$ cat src/hdl/srd_pkg.sv
// Package with the shared types and constants of the raster stream decoder.
`timescale 1ns / 1ps
package srd_pkg;
  localparam int unsigned HeaderBytes = 32;
  localparam int unsigned MapBytes    = 768;
  localparam int unsigned DimBitsDef  = 16;
  localparam int unsigned MapAddrBits = 10;
  localparam int unsigned QueueDepth  = 2;

  typedef enum logic [1:0] {
    ST_PIXEL  = 2'd0,
    ST_HEADER = 2'd1,
    ST_ERROR  = 2'd2
  } status_e;

  typedef enum logic [2:0] {
    PH_IDLE   = 3'd0,
    PH_HEADER = 3'd1,
    PH_MAP    = 3'd2,
    PH_PIXELS = 3'd3,
    PH_DONE   = 3'd4
  } phase_e;

  // Work handed from the front parser to the back end.
  typedef struct packed {
    status_e     status;
    logic        lookup;
    logic [7:0]  index;
    logic [23:0] rgb;
    logic [7:0]  alpha;
    logic        has_alpha;
    logic        last_in_row;
    logic        last_in_image;
  } job_t;

  // Color table write from the front parser.
  typedef struct packed {
    logic                   en;
    logic [MapAddrBits-1:0] addr;
    logic [7:0]             data;
  } map_wr_t;
endpackage

$ cat src/hdl/srd_front.sv
// Front parser: header, color map bytes and pixel assembly.
`timescale 1ns / 1ps
module srd_front #(
  parameter int unsigned DimBits = srd_pkg::DimBitsDef
) (
  input  logic                clk_i,
  input  logic                rst_ni,
  input  logic                valid_i,
  input  logic [7:0]          data_byte_i,
  input  logic                start_of_image_i,
  output logic                job_valid_o,
  output srd_pkg::job_t       job_o,
  output srd_pkg::map_wr_t    map_wr_o,
  output logic [srd_pkg::MapAddrBits-1:0] map_loaded_o
);
  import srd_pkg::*;

  phase_e              phase_q, phase_d, ph;
  logic [4:0]          hcnt_q, hcnt_d;
  logic [31:0]         hshift_q, hshift_d, sh;
  logic [DimBits-1:0]  width_q, width_d, height_q, height_d;
  logic [DimBits-1:0]  col_q, col_d, row_q, row_d;
  logic [2:0]          bpp_q, bpp_d, bpp;
  logic [31:0]         mleft_q, mleft_d, mleft;
  logic [MapAddrBits:0] mload_q, mload_d, mload;
  logic [23:0]         pix_q, pix_d;
  logic [1:0]          bip_q, bip_d;
  logic                pad_q, pad_d, bad_q, bad_d, bad;
  logic [DimBits-1:0]  w, h;
  logic                lr, li;

  assign map_loaded_o = (mload_q > (MapAddrBits+1)'(MapBytes)) ?
                        MapAddrBits'(MapBytes) : mload_q[MapAddrBits-1:0];

  // Next-state logic for the whole parse.
  always_comb begin
    phase_d = phase_q; hcnt_d = hcnt_q; hshift_d = hshift_q;
    width_d = width_q; height_d = height_q; bpp_d = bpp_q;
    mleft_d = mleft_q; mload_d = mload_q; pix_d = pix_q; bip_d = bip_q;
    col_d = col_q; row_d = row_q; pad_d = pad_q; bad_d = bad_q;
    job_valid_o = 1'b0; job_o = '0; map_wr_o = '0;
    ph = phase_q; w = width_q; h = height_q; bpp = bpp_q; bad = bad_q;
    mleft = mleft_q; mload = mload_q; sh = '0; lr = 1'b0; li = 1'b0;
    if (valid_i) begin
      if (start_of_image_i) begin
        ph = PH_HEADER; hcnt_d = '0; w = '0; h = '0; bpp = '0; bad = 1'b0;
        mleft = '0; mload = '0; pix_d = '0; bip_d = '0; col_d = '0;
        row_d = '0; pad_d = 1'b0;
        sh = {24'd0, data_byte_i};
      end else begin
        sh = {hshift_q[23:0], data_byte_i};
      end
      phase_d = ph; width_d = w; height_d = h; bpp_d = bpp; bad_d = bad;
      mleft_d = mleft; mload_d = mload;
      unique case (ph)
        PH_HEADER: begin
          hshift_d = sh;
          if (hcnt_d[1:0] == 2'd3) begin
            case (hcnt_d[4:2])
              3'd1: begin
                if (sh[31:DimBits] != '0) bad_d = 1'b1;
                width_d = sh[DimBits-1:0];
              end
              3'd2: begin
                if (sh[31:DimBits] != '0) bad_d = 1'b1;
                height_d = sh[DimBits-1:0];
              end
              3'd3: bpp_d = (sh == 32'd32) ? 3'd4 : (sh == 32'd24) ? 3'd3 :
                            (sh == 32'd8) ? 3'd1 : 3'd0;
              3'd7: mleft_d = sh;
              default: ;
            endcase
          end
          if (hcnt_d != 5'(HeaderBytes - 1)) begin
            hcnt_d = hcnt_d + 5'd1;
          end else begin
            hcnt_d = '0;
            job_valid_o = 1'b1;
            if (bad_d || bpp_d == 3'd0) begin
              phase_d = PH_IDLE;
              job_o.status = ST_ERROR;
            end else begin
              mload_d = '0;
              job_o.status = ST_HEADER;
              job_o.has_alpha = (bpp_d == 3'd4);
              if (mleft_d != '0) phase_d = PH_MAP;
              else if (width_d == '0 || height_d == '0) phase_d = PH_DONE;
              else phase_d = PH_PIXELS;
            end
          end
        end
        PH_MAP: begin
          if (mload < (MapAddrBits+1)'(MapBytes)) begin
            map_wr_o.en = 1'b1;
            map_wr_o.addr = mload[MapAddrBits-1:0];
            map_wr_o.data = data_byte_i;
            mload_d = mload + 1'b1;
          end
          mleft_d = mleft - 32'd1;
          if (mleft_d == '0)
            phase_d = (w == '0 || h == '0) ? PH_DONE : PH_PIXELS;
        end
        PH_PIXELS: begin
          if (pad_d) begin
            pad_d = 1'b0;
          end else begin
            case (bip_d)
              2'd0: pix_d[7:0] = data_byte_i;
              2'd1: pix_d[15:8] = data_byte_i;
              2'd2: pix_d[23:16] = data_byte_i;
              default: ;
            endcase
            if (3'(bip_d) + 3'd1 < bpp) begin
              bip_d = bip_d + 2'd1;
            end else begin
              bip_d = '0;
              lr = ((DimBits+1)'(col_d) + 1'b1 >= (DimBits+1)'(w));
              li = lr && ((DimBits+1)'(row_d) + 1'b1 >= (DimBits+1)'(h));
              job_valid_o = 1'b1;
              job_o.status = ST_PIXEL;
              job_o.lookup = (bpp == 3'd1);
              job_o.index = pix_d[7:0];
              // The third byte is red and the first is blue.
              job_o.rgb = pix_d;
              job_o.alpha = (bpp == 3'd4) ? data_byte_i : 8'd255;
              job_o.has_alpha = (bpp == 3'd4);
              job_o.last_in_row = lr;
              job_o.last_in_image = li;
              if (lr) begin
                col_d = '0;
                row_d = row_d + 1'b1;
                if (w[0] & bpp[0]) pad_d = 1'b1;
                if (li) phase_d = PH_DONE;
              end else begin
                col_d = col_d + 1'b1;
              end
            end
          end
        end
        default: ;
      endcase
    end
  end

  // Parser registers.
  always_ff @(posedge clk_i or negedge rst_ni) begin
    if (!rst_ni) begin
      phase_q <= PH_IDLE; hcnt_q <= '0; hshift_q <= '0; width_q <= '0;
      height_q <= '0; bpp_q <= '0; mleft_q <= '0; mload_q <= '0;
      pix_q <= '0; bip_q <= '0; col_q <= '0; row_q <= '0;
      pad_q <= 1'b0; bad_q <= 1'b0;
    end else begin
      phase_q <= phase_d; hcnt_q <= hcnt_d; hshift_q <= hshift_d;
      width_q <= width_d; height_q <= height_d; bpp_q <= bpp_d;
      mleft_q <= mleft_d; mload_q <= mload_d; pix_q <= pix_d;
      bip_q <= bip_d; col_q <= col_d; row_q <= row_d;
      pad_q <= pad_d; bad_q <= bad_d;
    end
  end
endmodule

$ cat config.mk
export PLATFORM = sky130hd
export DESIGN_NAME = srd_front
export DESIGN_NICKNAME = d
export VERILOG_FILES = /design/src/hdl/srd_pkg.sv /design/src/hdl/srd_front.sv
export SDC_FILE = /design/constraint.sdc
export NUM_CORES = 1
export LEC_CHECK = 0
export BUFFER_PORTS_ARGS = -buffer_cell sky130_fd_sc_hd__buf_4
export CAP_MARGIN = 10
export CORE_ASPECT_RATIO = 0.8
export CORE_UTILIZATION = 48
export DETAILED_ROUTE_END_ITERATION = 6
export PLACE_DENSITY = 0.66
export SETUP_SLACK_MARGIN = 0.4
export SYNTH_ARGS = -nofsm -noshare
export SYNTH_HDL_FRONTEND = slang
export SYNTH_SLANG_ARGS = --single-unit
$ cat constraint.sdc
create_clock -name clk_i -period 6.2 [get_ports clk_i]
set_input_delay 0.31 -clock clk_i [delete_from_list [all_inputs] [get_ports clk_i]]
set_output_delay 0.31 -clock clk_i [all_outputs]
set_load 0.01 [all_outputs]
# Word-level counts from Yosys, hierarchy flattened
# Index checks and enable logic that the tools add are counted.
# Widths: inputs -> output; s select.
# word_totals
ff_bits	170
out_inout_bits	76
wordCells	175
# op_classes
reduce_logical	15
add_sub_neg	9
bitwise_logic	1
eq_ne	17
magnitude_cmp	5
n_mux	114
# ops
op	count
$mux 16	26
$mux 32	8
$mux 44	2
$mux 24	3
$logic_not 16->1	4
$pmux 32 s2	1
$mux 3	20
$mux 19	3
$mux 11	5
$mux 46	1
$mux 41	1
$add 16x1->17 const B	2
$ge 17x16->1	2
$add 16x1->16 const B	2
$eq 32x4->1 const B	1
$eq 32x5->1 const B	1
$eq 32x6->1 const B	1
$logic_not 32->1	1
$mux 8	4
$reduce_bool 32->1	1
$sub 32x1->32 const B	1
$pmux 11 s2	1
$mux 1	21
$mux 5	4
other kinds (26)	45

# Depth between registers and ports, before layout
# Gate-level depths: netlist of the first run.
# depth
ltp_word	16
ltp_mapped	24
ltp_nobuf	17

# Least setup slack after synthesis of the first run
# OpenSTA, ideal clock, no wires.
# synth_timing
path_kind	input -> output
from	in start_of_image_i
to	out job_o[0] (netlist name)
slack_ns	0.892
arrival_time_ns	4.998
t_required_ns	5.890
stages	23
n_path_buf	7
path_cell_list	clkbuf_1 > clkbuf_1 > buf_2 > clkbuf_1 > buf_1 > clkbuf_1 > nor2b_1 > ha_1 > and3_1 > nand3_1 > nor2_1 > xnor2_1 > nor2_1 > ha_1 > a211oi_1 > o21ai_0 > a221o_1 > a221oi_1 > nor2_1 > nand2_1 > inv_1 > clkbuf_1 > and2_1
# synth_rtl
element	line	text
start: declaration	srd_front.sv:10	input logic start_of_image_i,
end: declaration	srd_front.sv:12	output srd_pkg::job_t job_o,

==> results of run 1 <==
where the power goes:
| part | leakage (nW) | internal (mW) | switching (mW) |
|---|---|---|---|
| clock network | 0.292 | 0.675 | 0.481 |
| registers | 2.34 | 1.16 | 0.0898 |
| logic | 3.18 | 0.113 | 0.267 |
| total | 5.81 | 1.95 | 0.838 |
layout make-up:
type                       count  share of cell area [%]
multi-input combinational   1106                    52.7
sequential                   170                    32.8
timing repair buffer         105                    6.11
clock buffer                  17                    3.28
tap                          312                    3.01
clock inverter                15                    1.53
inverter                      21                   0.608
layer usage:
metal / up-vias / global-route usage (%) / wire length [um]
met3: 35 / 5.39 / 2970
met2: 474 / 42.3 / 15000
met1: 5357 / 45.7 / 17600
met4: 0 / 6.86 / 481
li1: 5189 / - / -
met5: - / 0 / 0
worst max-delay path by stage:
stage                     start        end  slack (ps)  depth (start not counted)
6_report               row_q[0]   job_o[0]        1290                         16
3_3_place_gp   start_of_image_i  col_q[11]        1550                         17
3_5_place_dp   start_of_image_i  col_q[11]        1500                         17
2_1_floorplan  start_of_image_i   job_o[0]         890                         23
5_1_grt                col_q[0]   job_o[0]         990                         18
4_1_cts                col_q[0]   job_o[0]        1310                         17
critical path, stage by stage, from the launching register on:
cell     delay [ps]
dfrtp_1         370
nor2b_1         310
ha_1            300
nand3_1         140
nor3_1          460
and3_1          350
nand3_1         120
xor2_1          160
nor2_1           90
ha_1            360
and4_1          210
o31ai_1          80
a21oi_1         160
nor3_1           90
o31ai_1         640
and2_1          220
buf_4           110
kinds of logic (layout without fill, tap and decap cells):
family / after synthesis / in the layout / synth area share [%]
adders and majority gates: 46 / 46 / 4.94
buffers and inverters: 139 / 158 / 4.94
DFF: 170 / 170 / 36.5
and+or+nand+nor: 581 / 581 / 24.2
AOI/OAI and AO/OA: 426 / 426 / 25.2
xor gates and xnor gates: 35 / 35 / 2.63
muxes: 18 / 18 / 1.57
flip-flops by register name (all words and copies together), names as in the netlist:
name,flops
bip_q,2
width_q,16
pad_q,1
hcnt_q,5
bpp_q,3
row_q,16
pix_q,24
mload_q,11
mleft_q,32
height_q,16
col_q,16
phase_q,3
bad_q,1
hshift_q,24
metrics by stage:
step / total power [mW] / hold WS (ps) / area, um^2 / worst slack, ps
final: 2.79 / -25.5 / 13000 / 1290
after global placement: 1.63 / 475 / 12300 / 1550
after detailed placement: 1.64 / 482 / 12300 / 1500
after floorplan: 1.48 / 14.4 / 11700 / 892
after CTS: 2.79 / 52.0 / 13000 / 1310
after global routing: 2.89 / 101 / 13000 / 985
cells in the mapped netlist (13+ instances only):
library cell and number:
a21oi_1 56, a22o_1 78, a22oi_1 40, a31oi_1 16
and2_1 33, and3_1 20, buf_1 14, clkbuf_1 87
dfrtp_1 170, ha_1 46, inv_1 20, mux2i_1 16
nand2_1 211, nand3_1 31, nand4_1 15, nor2_1 127
nor2b_1 24, nor3_1 23, nor4_1 38, o21ai_0 115
o2bb2ai_1 13, xnor2_1 20, xor2_1 15
layout by cell type (no fill, tap or decap), types with 9 or more instances in the layout:
master and n:
nor2_1 127, or3_1 11, nand3_1 31, and3_1 20, ha_1 46, xor2_1 15, o22ai_1 9, clkbuf_16 17
nor4_1 38, nand2b_1 12, a21o_1 10, o21a_1 9, dfrtp_1 170, mux2i_1 16, o2bb2ai_1 13, a22oi_1 40
inv_1 20, nor3_1 22, a211oi_1 10, a31oi_1 16, a21oi_1 56, xnor2_1 20, nor2b_1 24, buf_4 104
nand4_1 15, o21ai_0 115, nand2_1 211, a22o_1 78, and2_1 33
==> impl_metrics.xml, run 1 <==
<?xml version="1.0" encoding="UTF-8"?>
<metrics>
  <group name="cells_and_area">
    <metric name="finalNetCount" unit="">1479</metric>
    <metric name="final_core_area_utilization" unit="%">55.0</metric>
    <metric name="share_of_layout_cells_above_drive_strength_1" unit="%">11.2</metric>
    <metric name="area_growth" unit="%">11.3</metric>
    <metric name="finalNonFillerCells" unit="">1746</metric>
    <metric name="multi_input_comb_area" unit="um^2">6830</metric>
    <metric name="diodes" unit="">0</metric>
    <metric name="final.fill_count" unit="">2154</metric>
    <metric name="seq_area" unit="um^2">4250</metric>
  </group>
  <group name="detailed_routing">
    <metric name="drt-total-wl" unit="um">36100</metric>
    <metric name="detail_route.drc_violations" unit="">0</metric>
    <metric name="routed_via_count_divided_by_cell_count" unit="">6.33</metric>
    <metric name="avgRoutedWirePerCell" unit="um">20.6</metric>
    <metric name="drt_iter0_drc" unit="">1263</metric>
    <metric name="ant_nets" unit="">0</metric>
    <metric name="vias" unit="">11100</metric>
    <metric name="drt_first_pass_iters" unit="">5</metric>
  </group>
  <group name="timing">
    <metric name="timing.fmax" unit="MHz">204</metric>
    <metric name="final.setup.tns" unit="ps">0</metric>
    <metric name="timing.final.hold_violations" unit="">3</metric>
    <metric name="fin_hold_ws" unit="ps">-25.5</metric>
    <metric name="finalMaxSlewViolations" unit="">0</metric>
    <metric name="worstMarginPinSlew" unit="ps">1200</metric>
    <metric name="final.setup_skew" unit="ps">19.0</metric>
    <metric name="final.min_clock_period" unit="ps">4910</metric>
    <metric name="finalCritPeriodShare" unit="%">79.2</metric>
    <metric name="report.final.setup_viol" unit="">0</metric>
    <metric name="max-slew-margin-rel" unit="%">19.8</metric>
    <metric name="rsz_0062_raised_after_global_routing" unit="">false</metric>
  </group>
  <group name="critical_path">
    <metric name="r2r.worst_path.cells" unit="">16</metric>
    <metric name="timing.critical_path.fanout_max" unit="">5</metric>
    <metric name="worst-r2r-setup-slack" unit="ps">1600</metric>
    <metric name="worstPathRequired" unit="ps">5890</metric>
    <metric name="critical_path_arrival" unit="ps">4600</metric>
    <metric name="timing.critical_path.to_type" unit="">output port</metric>
    <metric name="critical_path.startpoint_type" unit="">flop</metric>
    <metric name="reg2reg_to" unit="">phase_q[1]</metric>
    <metric name="critical_path.reg2reg.startpoint" unit="">row_q[0]</metric>
    <metric name="category_of_the_most_critical_setup_path" unit="">flop to output port</metric>
  </group>
  <group name="power_and_ir_drop">
    <metric name="peakVddDrop" unit="mV">0.201</metric>
    <metric name="total_power_density_per_cell_area" unit="nW/um^2">215</metric>
    <metric name="leakagePower" unit="nW">5.81</metric>
  </group>
  <group name="global_route">
    <metric name="grt_util_all_layers" unit="%">29.6</metric>
    <metric name="overflow" unit="">0</metric>
    <metric name="grt_antenna_before_repair" unit="">1</metric>
    <metric name="grt_first_pass_wirelength" unit="um">57600</metric>
    <metric name="first_global_vias" unit="">10100</metric>
    <metric name="grt_start_max_net_pins" unit="">102</metric>
  </group>
  <group name="placement">
    <metric name="dp_hpwl" unit="um">24100</metric>
    <metric name="dp_cells" unit="">1714</metric>
    <metric name="place.port_buffers" unit="">87</metric>
    <metric name="routabilityCongestion" unit="">0.898</metric>
  </group>
  <group name="logic_synthesis">
    <metric name="async_reset_ff_share" unit="%">100</metric>
    <metric name="syn-instance-count" unit="">1415</metric>
    <metric name="yosys.cell_types.count" unit="">76</metric>
    <metric name="synth-main-ff-cell" unit="">dfrtp_1</metric>
    <metric name="synth-warning-count" unit="">0</metric>
    <metric name="post_synth_edffs" unit="">0</metric>
    <metric name="synth.top_cells.by_area" unit="">dfrtp_1 37%, nand2_1 6.8%, a22o_1 5.9%</metric>
    <metric name="syn_nets" unit="">1473</metric>
    <metric name="synth_area_per_cell" unit="um^2">8.24</metric>
    <metric name="synth_top_cell_area_share" unit="%">36.5</metric>
    <metric name="synthesis.area" unit="um^2">11700</metric>
    <metric name="post_synthesis_sequential_element_count" unit="">170</metric>
    <metric name="synth-seq-area-share" unit="%">36.5</metric>
    <metric name="synth_top_area_cell" unit="">dfrtp_1</metric>
  </group>
  <group name="clocking">
    <metric name="clock_sink_count" unit="">170</metric>
    <metric name="tritoncts.num_buffers" unit="">17</metric>
    <metric name="cts.path.max_buffers" unit="">2</metric>
    <metric name="holdBufCountCts" unit="">0</metric>
    <metric name="clk_pin_slew_worst_paths" unit="ps">70</metric>
    <metric name="htree_num_levels" unit="">4</metric>
    <metric name="cts.root.buffer_cell" unit="">clkbuf_16</metric>
    <metric name="cts_repair_resize_count" unit="">0</metric>
    <metric name="cts_setup_buffers" unit="">0</metric>
    <metric name="clock_tree_from_tritoncts" unit="">done</metric>
    <metric name="clk-insertion-delay-late" unit="ps">450</metric>
  </group>
  <group name="floorplan">
    <metric name="initial_utilization" unit="%">49.4</metric>
    <metric name="floorplan.die_area" unit="um^2">24900</metric>
    <metric name="ios" unit="">88</metric>
    <metric name="floorplan.rows" unit="">50</metric>
    <metric name="die_width" unit="um">176</metric>
    <metric name="design.core.area" unit="um^2">23600</metric>
    <metric name="fp.dieH" unit="um">141</metric>
  </group>
  <group name="flow_run">
    <metric name="cap_viol_max_count" unit="">0</metric>
  </group>
  <group name="run_status">
    <metric name="result_of_the_run" unit="">finished, violations left</metric>
    <metric name="failed_checks" unit="">negative hold slack</metric>
  </group>
  <group name="worst_hold_path">
    <metric name="worstHoldPathType" unit="">input pin to async pin</metric>
  </group>
</metrics>
(Power assumes the default switching activity.)
==> run 2, diff against run 1 <==
clock period = 4.9 ns   (was 6.2 ns; I/O delays follow)
==> run 2 against run 1 <==
Effect of this change: the flow now finishes without violations; setup slack got worse by 730 ps; utilization up 0.81 points; die area did not move; sequential share of layout area shrank 0.47 points; critical path type unchanged; largest cell class unchanged; largest power group unchanged.
==> impl_metrics.xml, run 2 (synthesized netlist as in run 1, its figures left out) <==
<?xml version="1.0" encoding="UTF-8"?>
<metrics>
  <group name="timing">
    <metric name="rsz_0062_raised_after_global_routing" unit="">false</metric>
    <metric name="worstMarginPinSlew" unit="ps">1110</metric>
    <metric name="final.min_clock_period" unit="ps">4340</metric>
    <metric name="final.setup.tns" unit="ps">0</metric>
    <metric name="final.setup_skew" unit="ps">14.3</metric>
    <metric name="timing.final.hold_violations" unit="">0</metric>
    <metric name="finalMaxSlewViolations" unit="">0</metric>
    <metric name="timing.fmax" unit="MHz">230</metric>
    <metric name="finalCritPeriodShare" unit="%">88.5</metric>
    <metric name="max-slew-margin-rel" unit="%">25.6</metric>
    <metric name="report.final.setup_viol" unit="">0</metric>
  </group>
  <group name="detailed_routing">
    <metric name="drt_first_pass_iters" unit="">6</metric>
    <metric name="detail_route.drc_violations" unit="">0</metric>
    <metric name="ant_nets" unit="">0</metric>
    <metric name="vias" unit="">11300</metric>
    <metric name="avgRoutedWirePerCell" unit="um">21.2</metric>
    <metric name="drt-total-wl" unit="um">37300</metric>
    <metric name="drt_iter0_drc" unit="">1306</metric>
    <metric name="routed_via_count_divided_by_cell_count" unit="">6.40</metric>
  </group>
  <group name="worst_hold_path">
    <metric name="min_delay_path_depth" unit="">3</metric>
    <metric name="worst_hold_startpoint" unit="">data_byte_i[1]</metric>
    <metric name="worstHoldPathType" unit="">input pin to flop</metric>
  </group>
  <group name="cells_and_area">
    <metric name="diodes" unit="">0</metric>
    <metric name="largest_reg_flops" unit="">32</metric>
    <metric name="top_regs" unit="">mleft_q x32, hshift_q x24, pix_q x24</metric>
    <metric name="layout.cells.most_common_list" unit="">210 x nand2_1, 170 x dfrtp_1, 126 x nor2_1, 117 x buf_4, 115 x o21ai_0</metric>
    <metric name="finalNetCount" unit="">1493</metric>
    <metric name="final_core_area_utilization" unit="%">55.8</metric>
    <metric name="share_of_layout_cells_above_drive_strength_1" unit="%">13.1</metric>
    <metric name="area_growth" unit="%">12.9</metric>
    <metric name="final.fill_count" unit="">2147</metric>
    <metric name="largest_register" unit="">mleft_q</metric>
    <metric name="mostFrequentLayoutCell" unit="">nand2_1</metric>
  </group>
  <group name="flow_run">
    <metric name="cap_viol_max_count" unit="">0</metric>
  </group>
  <group name="clocking">
    <metric name="clk_pin_slew_worst_paths" unit="ps">80</metric>
    <metric name="htree_num_levels" unit="">4</metric>
    <metric name="clock_tree_from_tritoncts" unit="">done</metric>
    <metric name="clk-insertion-delay-late" unit="ps">450</metric>
    <metric name="cts.root.buffer_cell" unit="">clkbuf_16</metric>
    <metric name="tritoncts.num_buffers" unit="">17</metric>
    <metric name="cts.path.max_buffers" unit="">2</metric>
    <metric name="clock_sink_count" unit="">170</metric>
  </group>
  <group name="critical_path">
    <metric name="worstPathRequired" unit="ps">4660</metric>
    <metric name="critical_path.slowest_cell" unit="">a221oi_4</metric>
    <metric name="timing.critical_path.fanout_max" unit="">11</metric>
    <metric name="category_of_the_most_critical_setup_path" unit="">flop to output port</metric>
    <metric name="critical_path.startpoint_type" unit="">flop</metric>
    <metric name="crit_top_cell" unit="">nor2_1</metric>
    <metric name="worst-r2r-setup-slack" unit="ps">830</metric>
    <metric name="critical_path_arrival" unit="ps">4090</metric>
    <metric name="timing.critical_path.to_type" unit="">output port</metric>
    <metric name="worst_setup_path_startpoint" unit="">col_q[0]</metric>
    <metric name="worst_path_largest_cell_delay" unit="ps">380</metric>
    <metric name="timing.critical_path.cells" unit="">nor2b_2 &gt; ha_2 &gt; and3_2 &gt; nand3_2 &gt; nor2_1 &gt; xnor2_1 &gt; nor2_1 &gt; ha_1 &gt; a211oi_1 &gt; o21ai_0 &gt; a221o_1 &gt; a221oi_4 &gt; nor2_4 &gt; nand2_2 &gt; inv_2 &gt; and2_1 &gt; buf_4</metric>
    <metric name="r2r.worst_path.cells" unit="">18</metric>
    <metric name="critical_path.reg2reg.startpoint" unit="">col_q[0]</metric>
  </group>
  <group name="placement">
    <metric name="place.port_buffers" unit="">87</metric>
    <metric name="routabilityCongestion" unit="">0.916</metric>
    <metric name="dp_hpwl" unit="um">25200</metric>
  </group>
  <group name="global_route">
    <metric name="grt_antenna_before_repair" unit="">0</metric>
    <metric name="groute.layer.met2.usage" unit="%">42.7</metric>
    <metric name="grt_start_max_net_pins" unit="">88</metric>
    <metric name="grt_first_pass_wirelength" unit="um">58700</metric>
    <metric name="globalRouteMet3Util" unit="%">5.33</metric>
    <metric name="grt_util_met1" unit="%">47.6</metric>
    <metric name="overflow" unit="">0</metric>
    <metric name="grt_util_all_layers" unit="%">30.3</metric>
    <metric name="grt.busiest_layer" unit="">met1</metric>
    <metric name="first_global_vias" unit="">10200</metric>
  </group>
  <group name="run_status">
    <metric name="result_of_the_run" unit="">complete, no violations</metric>
  </group>
  <group name="floorplan">
    <metric name="ios" unit="">88</metric>
    <metric name="initial_utilization" unit="%">49.4</metric>
    <metric name="fp.dieH" unit="um">141</metric>
    <metric name="floorplan.rows" unit="">50</metric>
    <metric name="design.core.area" unit="um^2">23600</metric>
    <metric name="floorplan.die_area" unit="um^2">24900</metric>
    <metric name="die_width" unit="um">176</metric>
  </group>
  <group name="power_and_ir_drop">
    <metric name="peakVddDrop" unit="mV">0.270</metric>
    <metric name="leakagePower" unit="nW">5.91</metric>
    <metric name="total_power_density_per_cell_area" unit="nW/um^2">265</metric>
  </group>
</metrics>
run 2: changes by cell type in the layout (fill, tap and decap cells not counted), moves of 3 or more:
cell | before | now
buf_4 | 104 | 117
clkinv_8 | 0 | 6
clkinvlp_4 | 5 | 0
inv_8 | 0 | 5
bufinv_16 | 4 | 0
clkinv_2 | 3 | 0
run 2: metrics by stage:
stage | cells | setup WS (ps) | hold WS, ps | instance area (um^2) | total power, mW
after floorplan | 1415 | 402 | -50.6 | 11700 | 1.88
after global placement | 1726 | 678 | 367 | 12500 | 2.08
after detailed placement | 1726 | 549 | 380 | 12500 | 2.08
after CTS | 1759 | 435 | 143 | 13100 | 3.48
after global routing | 1760 | 312 | 155 | 13200 | 3.62
final | 1760 | 561 | 156 | 13200 | 3.48
run 2: path summary, 6_finish.rpt:
kind                                to
max                           job_o[0]
max in group asynchronous  width_q[13]
min in group asynchronous     row_q[4]
max reg2reg                  col_q[11]
min                        hshift_q[1]
min reg2reg                   bip_q[1]
run 2: cell type report:
cell class	instances	area, um^2	area share, %
Multi-Input combinational cell	1106	6920	52.6
Sequential cell	170	4250	32.3
Timing Repair Buffer	119	900	6.84
Clock buffer	17	425	3.23
Tap cell	312	390	2.97
Clock inverter	15	189	1.44
Inverter	21	78.8	0.599
run 2: what timing repair did:
action                                 4_1_cts  5_1_grt
resized for setup                            3       13
hold buffers                                 1        0
setup endpoints to repair                    1        2
endpoints found under the hold margin       85        0
pin swaps                                    0        0
cloned                                       0        0
buffers inserted                             0        1
run 2: critical path: cells and delay by family (launching register included):
| kind | cells | cell delay (ps) |
|---|---|---|
| AO/OA/AOI/OAI | 4 | 1070 |
| XOR/XNOR | 1 | 150 |
| adder cells (fa/ha/maj) | 2 | 570 |
| buffers and inverters | 2 | 240 |
| flip-flops | 1 | 370 |
| AND/OR/NAND/NOR | 8 | 1200 |
run 2: where the power goes:
group | total [mW] | switching, mW | internal, mW
clock network | 1.41 | 0.708 | 0.698
logic | 0.497 | 0.347 | 0.151
registers | 1.58 | 0.112 | 1.47
run 2: per-layer routing:
| metal | part of all wire (%) | vias up | wire, um |
|---|---|---|---|
| met5 | 0 | - | 0 |
| met4 | 1.2 | 0 | 438 |
| met3 | 9.7 | 41 | 3620 |
| met2 | 41 | 584 | 15400 |
| met1 | 48 | 5413 | 17800 |
| li1 | - | 5224 | - |
